--- config.mk ---
export PLATFORM = sky130hd
export DESIGN_NAME = rbsi_merge
export DESIGN_NICKNAME = d
export VERILOG_FILES = /design/src/hw/rtl/rbsi_pkg.sv /design/src/hw/rtl/rbsi_merge.sv
export SDC_FILE = /design/constraint.sdc
export NUM_CORES = 1
export LEC_CHECK = 0
export BUFFER_PORTS_ARGS = -buffer_cell sky130_fd_sc_hd__buf_2
export CORE_ASPECT_RATIO = 0.8
export CORE_MARGIN = 5
export CORE_UTILIZATION = 30
export CTS_BUF_LIST = sky130_fd_sc_hd__clkbuf_16
export DETAILED_ROUTE_END_ITERATION = 12
export HOLD_SLACK_MARGIN = 0.03
export PLACE_DENSITY = 0.61
export SLEW_MARGIN = 30
export SYNTH_ARGS = -nofsm -noshare
export SYNTH_HDL_FRONTEND = slang
export SYNTH_SLANG_ARGS = --single-unit
--- constraint.sdc ---
create_clock -name clk_i -period 14.3 [get_ports clk_i]
set_clock_uncertainty 0.2 [all_clocks]
set_input_delay 0.715 -clock clk_i [delete_from_list [all_inputs] [get_ports clk_i]]
set_output_delay 0.715 -clock clk_i [all_outputs]
set_load 0.01 [all_outputs]
--- src/hw/rtl/rbsi_pkg.sv ---
`timescale 1ns / 1ps
`default_nettype none

package rbsi_pkg;

  localparam int unsigned NumAxes  = 3;
  localparam int unsigned QW       = 32;
  localparam int unsigned FracBits = 16;

  typedef logic signed [QW-1:0] q16_t;

  // per-axis slab interval, ordered
  typedef struct packed {
    q16_t t_near;
    q16_t t_far;
  } lane_res_t;

endpackage

`default_nettype wire

--- src/hw/rtl/rbsi_merge.sv ---
`timescale 1ns / 1ps
`default_nettype none

// intersect the per-axis intervals and decide hit
module rbsi_merge (
  input  wire logic                clk_i,
  input  wire logic                en_i,
  input  wire rbsi_pkg::lane_res_t lane_res_i [rbsi_pkg::NumAxes],
  output logic                     hit_o,
  output rbsi_pkg::q16_t           dist_o
);

  rbsi_pkg::q16_t t_enter, t_exit;
  logic           hit_d, hit_q;
  rbsi_pkg::q16_t dist_d, dist_q;

  always_comb begin
    t_enter = lane_res_i[0].t_near;
    t_exit  = lane_res_i[0].t_far;
    for (int unsigned i = 1; i < rbsi_pkg::NumAxes; i++) begin
      if (lane_res_i[i].t_near > t_enter) t_enter = lane_res_i[i].t_near;
      if (lane_res_i[i].t_far < t_exit)   t_exit  = lane_res_i[i].t_far;
    end
  end

  always_comb begin
    hit_d  = ~((t_exit < t_enter) | t_exit[rbsi_pkg::QW-1]);
    dist_d = '0;
    if (hit_d) begin
      dist_d = (t_enter > 0) ? t_enter : t_exit;
    end
  end

  always_ff @(posedge clk_i) begin
    if (en_i) begin
      hit_q  <= hit_d;
      dist_q <= dist_d;
    end
  end

  assign hit_o  = hit_q;
  assign dist_o = dist_q;

endmodule

`default_nettype wire

==> qor.csv, run 1 <==
metric,value,unit
outcome,"finished, final reports clean",
final core utilization,36.7,%
worst setup margin,4.82,ns
area grow syn2layout,20.6,%
hold_ws,0.781,ns
I/O Pins,227,
"Seq/Total Area, Yosys",12.9,%
max_slew headroom,46.1,%
vias,8014,
end of the critical path,dist_o[0]$_SDFFCE_PP0P_,
DIE HEIGHT,153,um
row cnt,52,
Main synth FF type,edfxtp_1,
Setup TNS,0,ns
CP Class,primary input to flip-flop,
ys async rst share,0,%
max_cap viols,0,
core area,25300,um2
Synth Register Bits,33,
DRT Pass-1 Iters,5,
CTS tree,built,
peak supply drop,0.0597,mV
Synth cell types,72,
clk buf depth,2,
Die X,189,um
Total GRT Usage,17.7,%
clock-pin slew on the worst setup and hold paths,0.06,ns
routed vias/inst,5.32,
number of buffers added on ports,226,
first-pass GRT wire length,41.3,mm
yosys warns,0,
Synth area leaders,"ha_1, edfxtp_1, mux2i_1",
Syn Inst Count,980,
drt total wl,27.4,mm
root buffer cell,clkbuf_16,
clock buffer count from CTS,5,
Post-Layout Cell Count,1507,
fin crit period,9.48,ns
Worst Setup SP,lane_res_i[139],
slowest CP cell,or4_1,
"Avg Cell Area, Syn",7.85,um2
fin crit share,66.3,%
Final Max Tran Viols,0,
Fill cells,2661,
Post-CTS Setup Inserts,0,
share of cells above drive strength 1,22.5,%
Die ar.,29000,um2
crit path DAT,9.30,ns
Yosys top cell area share,25.5,%
P_leak,0.00466,uW
Worst Tran Pin Value,0.808,ns
antenna violations before repair,8,
Mapped Area,7700,um2
pin count of the biggest net entering global routing,64,
"EDFF count, synth",33,
max incr delay on CP,0.56,ns
hpwl dp,23.7,mm
syn nets,1331,
max frequency,105,MHz
DR WL/cell,18.2,um
post-route DRC violation count,0,
Iteration-0 DRC Markers,605,
Worst Hold Class,primary input to flip-flop,
placer congestion estimate,0.982,
Initial Util,30.4,%
dpl ws,4.64,ns
P per Cell Area,97.8,nW/um2
final setup vio count,0,
post-route ant nets,0,
RSZ-0062 raised after global routing,no,
clk sinks,33,
Worst EP required,14.11,ns
Nets,1530,
CP max FO,46,
vias in the first global route,7727,
placed cell count,1496,
final hold vios,0,
Hold Buf Count CTS,0,
post-CTS sizing,0,
largest area contributor in the netlist,ha_1,
GR Overflow Total,0,
critical path capture point type,flip-flop,
H-tree Lvls,2,
CP startpoint kind,primary input,
how the worst min path moves through the flow:
stage	slack, ns	to	cells after the start	from
after floorplan	0.63	dist_o[0]$_SDFFCE_PP0P_	0	en_i
after global placement	0.93	dist_o[31]	1	dist_o[31]$_SDFFCE_PP0P_
after detailed placement	0.94	dist_o[21]	1	dist_o[21]$_SDFFCE_PP0P_
after CTS	0.78	dist_o[8]$_SDFFCE_PP0P_	5	lane_res_i[8]
after global routing	0.80	dist_o[5]$_SDFFCE_PP0P_	5	lane_res_i[5]
final	0.78	dist_o[30]$_SDFFCE_PP0P_	5	lane_res_i[30]
per-layer routing:
metal	track usage [%]	share of wire [%]
met5	0	0.28
met4	3.16	1.9
met1	23.8	45
met3	5.18	8.2
met2	28.7	44
power by group:
group	leakage [uW]	switching [uW]	internal, uW
Sequential	0.000316	11.5	146
Combinational	0.00427	384	261
Clock	0.0000776	42.9	62.7
cell type report:
cell class | count | area [um2] | area share, %
antenna | 3 | 7.51 | 0.0809
clock buffer | 5 | 125 | 1.35
clock inverter | 3 | 11.3 | 0.121
inverter | 114 | 428 | 4.61
multi-input combinational | 792 | 6110 | 65.8
sequential | 33 | 991 | 10.7
tap | 324 | 405 | 4.37
timing repair buffer | 233 | 1200 | 13.0
Yosys cell counts, drive strengths merged (6+ instances only):
cell type,n
nand2,53
ha,157
a31oi,7
and3,6
a21o,19
nand3b,28
edfxtp,33
or4,7
a211oi,10
nand4,32
nor3,34
o211ai,8
buf,22
mux2i,99
nor4,6
clkbuf,19
a21oi,103
nor2,44
nor2b,9
inv,114
o21ai,52
nand3,54
per-stage QoR:
step / power (uW) / instance area (um2)
after floorplan: 615 / 7700
after global placement: 785 / 9100
after detailed placement: 803 / 9140
after CTS: 911 / 9270
after global routing: 995 / 9280
final: 908 / 9280
cells in the final DEF (no fill, tap or decap), drive strengths merged, types with 8 or more instances in the layout:
cell type    n
mux2i       99
nand3b      28
nor2        44
edfxtp      33
o211ai       8
nand4       32
nand2       53
nor3        34
buf        233
a21o        19
o21ai       52
inv        117
nor2b        9
a21oi      103
ha         157
nand3       54
a211oi      10
worst max-delay path: cells and delay by family:
kind	cells	cell delay, ns
AOI/OAI and AO/OA	14	3.52
and+or+nand+nor	10	2.57
buffers and inverters	5	1.00
adders and majority gates	3	0.91
muxes	3	0.53
state kept, by name (all words and copies together), names as in the netlist:
name	cells
dist_o	32
hit_o	1
cell families (layout without fill, tap and decap cells):
group | Yosys count | count (layout) | synth area share [%]
mux | 103 | 103 | 13.5
simple gates | 291 | 291 | 20.4
buf+inv | 155 | 355 | 8.34
other cells | 1 | 4 | 0.0487
compound gates | 240 | 240 | 19.3
fa+ha+maj | 157 | 157 | 25.5
flops | 33 | 33 | 12.9
(Power assumes the default switching activity.)
==> inputs of run 2 (changes only) <==
Settings changed: PLACE_DENSITY 0.61 to 0.63.
Clock period 14.3 ns to 8.45 ns, I/O delays scaled along.
==> run 2 against run 1 <==
  * Via count rose by 1.7%
  * Worst setup slack worse by 4.2 ns
  * Power rose by 75%
  * Combinational power grew 78%
  * Sequential share of layout area is 0.24 points lower
  * Routed wire length decreased by 0.38%
  * Count of clock-buffer cells in the layout unchanged
  * Sequential cell count stayed put
  * Highest routed layer unchanged
  * Design area up 2.3%
  * Critical path type unchanged
==> qor.csv, run 2 (same netlist as run 1, synthesis figures left out) <==
metric,value,unit,change
max incr delay on CP,0.56,ns,about the same
metal2 WL,12.5,mm,+2.5%
Iteration-0 DRC Markers,510,,-16%
final setup vio count,0,,unchanged
post-route ant nets,0,,unchanged
I/O Pins,227,,unchanged
"commonest non-fill, non-tap cell in the layout",buf_2,,
final hold vios,0,,unchanged
pin count of the biggest net entering global routing,34,,-47%
CTS tree,built,,
DRT Pass-1 Iters,5,,unchanged
clock-pin slew on the worst setup and hold paths,0.06,ns,about the same
critical path capture point type,flip-flop,,
DR WL/cell,17.9,um,-1.7%
Nets,1549,,+1.2%
core area,25300,um2,unchanged
Worst Hold Class,primary input to flip-flop,,
WL met3,2.35,mm,+3.8%
clock buffer count from CTS,5,,unchanged
Fill cells,2629,,-1.2%
root buffer cell,clkbuf_16,,
CP Class,primary input to flip-flop,,
Initial Util,30.4,%,unchanged
GR Overflow Total,0,,unchanged
first-pass GRT wire length,41.5,mm,+0.52%
Worst EP required,8.25,ns,-5.86 ns
RSZ-0062 raised after global routing,no,,
routed vias/inst,5.34,,+0.32%
vias,8152,,+1.7%
placed cell count,1514,,+1.2%
highest routed layer,met5,,
slowest CP cell,or4_1,,
fin crit share,92.9,%,
vias in the first global route,7783,,+0.72%
DIE HEIGHT,153,um,unchanged
P_leak,0.00476,uW,+2.3%
hpwl dp,23.8,mm,+0.36%
most frequent cells in the layout,"buf_2, ha_1, inv_1, a21oi_1, mux2i_1",,
P per Cell Area,167,nW/um2,+71%
area grow syn2layout,23.3,%,
WP depth,35,,unchanged
Worst Hold Path Cells,5,,unchanged
share of cells above drive strength 1,24.0,%,+1.5 points
clk sinks,33,,unchanged
outcome,"finished, final reports clean",,
dpl ws,-0.0774,ns,-4.72 ns
drt total wl,27.3,mm,-0.38%
max_slew headroom,38.9,%,-7.2 points
Top Family by Delay on Critical Path,compound AO/OA/AOI/OAI gates,,
CP startpoint kind,primary input,,
max frequency,127,MHz,
Setup TNS,0,ns,unchanged
max reg flops,32,,unchanged
crit path DAT,7.65,ns,-1.65 ns
Hold Buf Count CTS,0,,unchanged
worst setup margin,0.601,ns,-4.22 ns
clk buf depth,2,,unchanged
H-tree Lvls,2,,unchanged
Final Max Tran Viols,0,,unchanged
antenna violations before repair,14,,+6
Die X,189,um,unchanged
Area after DPL,9320,um2,+2.0%
Die ar.,29000,um2,unchanged
Worst Tran Pin Value,0.913,ns,+0.105 ns
met1 WL,11.9,mm,-3.7%
final instance area,9490,um2,+2.3%
number of buffers added on ports,226,,unchanged
max_cap viols,0,,unchanged
Total GRT Usage,17.8,%,+0.023 points
fin crit period,7.85,ns,
placer congestion estimate,0.948,,-3.5%
peak supply drop,0.118,mV,+97%
Post-Layout Cell Count,1528,,+1.4%
row cnt,52,,unchanged
Worst Path Buf+Inv,5,,unchanged
post-route DRC violation count,0,,unchanged
CP max FO,23,,-50%
[run 2: cell types whose count changed in the layout (fill, tap and decap cells not counted), sizes merged]
cell	change
clkinv	+1
buf	+19
inv	-2
diode	+3
[run 2: power breakdown]
part | switching, uW | internal (uW) | total (uW)
clock | 70.4 | 106 | 176
combinational | 658 | 492 | 1150
sequential | 17.5 | 247 | 264
[run 2: stage by stage]
step | power [uW] | utilization (%) | hold slack (ns)
after detailed placement | 1410 | 36.8 | 0.638
after floorplan | 1040 | - | 0.335
after global placement | 1380 | 36.8 | 0.636
final | 1590 | 37.5 | 0.486
after CTS | 1590 | 37.3 | 0.481
after global routing | 1730 | 37.5 | 0.509
[run 2: cell type report]
cell class	instances	area [um2]	area share [%]
inverter	114	428	4.51
tap	324	405	4.27
timing repair buffer	252	1400	14.8
multi-input combinational	792	6120	64.5
antenna	6	15.0	0.158
clock inverter	2	7.51	0.0791
sequential	33	991	10.4
clock buffer	5	125	1.32
[run 2: final timing paths]
check	to	slack [ns]	start
worst max-delay path	dist_o[25]$_SDFFCE_PP0P_	0.60	lane_res_i[143]
worst min-delay path	dist_o[9]$_SDFFCE_PP0P_	0.49	lane_res_i[9]
[run 2: timing repair]
action                                  CTS  global route
endpoints found under the setup margin    0            32
resized for setup                         0             6
hold endpoints to repair                  0             0
buffers inserted                          0             1
[run 2: routing by layer]
layer	GRT usage, %	vias to the layer above
li1	-	4113
met1	23.4	3716
met2	29.2	257
met3	5.40	48
met4	2.81	18
met5	0	-
==> inputs of run 3 (changes only) <==
Settings changed: RECOVER_POWER set to 100.
==> run 3 against run 2 <==
  * The flow now finishes with violations (max-capacitance violations, max-slew violations)
  * Largest power group unchanged
  * Sequential power hardly changed
  * Final cell count hardly changed
  * Worst setup slack worse by 0.064 ns
  * Critical endpoint is now dist_o[23]$_SDFFCE_PP0P_
  * Critical path depth stayed put
  * Utilization is 0.28 points lower
  * Sequential share of layout area is 0.079 points higher
  * Highest routed layer unchanged
  * First-iteration DRC count is 2.4% lower
==> qor.csv, run 3 (same netlist as run 1, synthesis figures left out) <==
metric,value,unit,change
outcome,"complete, but fails checks",,
violated checks,"max-capacitance violations, max-slew violations",,
highest routed layer,met5,,
Top Family by Delay on Critical Path,compound AO/OA/AOI/OAI gates,,
Setup TNS,0,ns,unchanged
max frequency,126,MHz,-0.81%
Worst Hold Class,primary input to flip-flop,,
root buffer cell,clkbuf_16,,
share of cells above drive strength 1,21.1,%,-2.9 points
vias,8174,,+0.27%
I/O Pins,227,,unchanged
H-tree Lvls,2,,unchanged
first-pass GRT wire length,41.5,mm,unchanged
Total GRT Usage,17.8,%,unchanged
CTS tree,built,,
slowest CP cell,or4_1,,
DIE HEIGHT,153,um,unchanged
Hold Buf Count CTS,0,,unchanged
clock-pin slew on the worst setup and hold paths,0.05,ns,about the same
RSZ-0062 raised after global routing,no,,
"commonest non-fill, non-tap cell in the layout",buf_2,,
Fill cells,2653,,+0.91%
Die ar.,29000,um2,unchanged
Die X,189,um,unchanged
pin count of the biggest net entering global routing,34,,unchanged
number of buffers added on ports,226,,unchanged
DR WL/cell,17.9,um,about the same
area grow syn2layout,22.4,%,
critical path capture point type,flip-flop,,
Nets,1549,,unchanged
GR Overflow Total,0,,unchanged
Final Max Tran Viols,34,,+34
met1 WL,12.0,mm,+0.90%
CP startpoint kind,primary input,,
max incr delay on CP,0.56,ns,about the same
vias in the first global route,7783,,unchanged
post-route ant nets,0,,unchanged
Post-Layout Cell Count,1529,,+0.065%
area occupied by multi-input gates,6100,um2,-0.27%
max_cap viols,1,,+1
P_leak,0.00466,uW,-2.2%
antenna violations before repair,14,,unchanged
Worst Tran Pin Value,2.03,ns,+1.12 ns
CP max FO,18,,-22%
routed vias/inst,5.35,,+0.20%
placed cell count,1514,,unchanged
post-route DRC violation count,0,,unchanged
crit path DAT,7.71,ns,+0.06 ns
Initial Util,30.4,%,unchanged
final setup vio count,0,,unchanged
Worst Path Buf+Inv,5,,unchanged
CP Class,primary input to flip-flop,,
core area,25300,um2,unchanged
drt total wl,27.4,mm,+0.16%
clock buffer count from CTS,5,,unchanged
fin crit period,7.91,ns,+0.0645 ns
peak supply drop,0.118,mV,about the same
row cnt,52,,unchanged
hpwl dp,23.8,mm,unchanged
placer congestion estimate,0.948,,unchanged
metal2 WL,12.5,mm,about the same
clk sinks,33,,unchanged
Worst EP required,8.25,ns,about the same
DRT Pass-1 Iters,8,,+3
most frequent cells in the layout,"buf_2, ha_1, inv_1, a21oi_1, mux2i_1",,
max_slew headroom,-35.5,%,-74 points
final hold vios,0,,unchanged
Iteration-0 DRC Markers,498,,-2.4%
Reg area,991,um2,unchanged
clk buf depth,2,,unchanged
P per Cell Area,167,nW/um2,-0.47%
max reg flops,32,,unchanged
fin crit share,93.6,%,+0.76 points
WL met3,2.28,mm,-2.9%
[run 3: cell types whose count changed in the layout (fill, tap and decap cells not counted)]
cell,before,now
o21ai_4,2,0
buf_12,6,5
clkbuf_1,0,34
diode_2,6,7
o21ai_2,0,2
o21a_1,3,4
o21a_2,1,0
buf_2,226,193
[run 3: per-layer routing]
| metal | global-route usage [%] | up-vias |
|---|---|---|
| met5 | 0 | - |
| met4 | 2.81 | 18 |
| met3 | 5.40 | 48 |
| met2 | 29.2 | 270 |
| met1 | 23.4 | 3727 |
| li1 | - | 4111 |
[run 3: through the flow]
stage	hold WS, ns	worst slack (ns)	utilization [%]	power [uW]	area (um2)
3_3_place_gp	0.636	0.0847	36.8	1380	9320
5_1_grt	0.509	0.0347	37.2	1720	9420
2_1_floorplan	0.335	0.726	-	1040	7700
4_1_cts	0.481	0.215	37.3	1590	9450
3_5_place_dp	0.638	-0.0774	36.8	1410	9320
6_report	0.488	0.537	37.2	1570	9420
[run 3: repair_timing]
item                                    4_1_cts  5_1_grt
endpoints found under the setup margin        0       32
buffers inserted                              0        1
gates resized for setup                       0        6
[run 3: report_power, final]
group	total (uW)	switching [uW]	internal [uW]
registers	267	19.4	247
clock network	176	70.2	106
logic	1130	654	473
[run 3: layout make-up]
| cell class | count | area share, % |
|---|---|---|
| clock inverter | 2 | 0.0797 |
| clock buffer | 5 | 1.33 |
| inverter | 114 | 4.54 |
| multi-input combinational | 792 | 64.8 |
| sequential | 33 | 10.5 |
| tap | 324 | 4.30 |
| timing repair buffer | 252 | 14.3 |
| antenna | 7 | 0.186 |
[run 3: worst paths after layout]
| kind | start | endpoint | slack [ns] | cells past startpoint |
|---|---|---|---|---|
| setup / recovery | lane_res_i[143] | dist_o[23]$_SDFFCE_PP0P_ | 0.54 | 35 |
| hold / removal | lane_res_i[9] | dist_o[9]$_SDFFCE_PP0P_ | 0.49 | 5 |
[run 3: worst min-delay path, delay by kind of cell]
kind          cells  cell delay [ns]
buf+inv           2             0.15
mux               2             0.15
simple gates      1             0.08
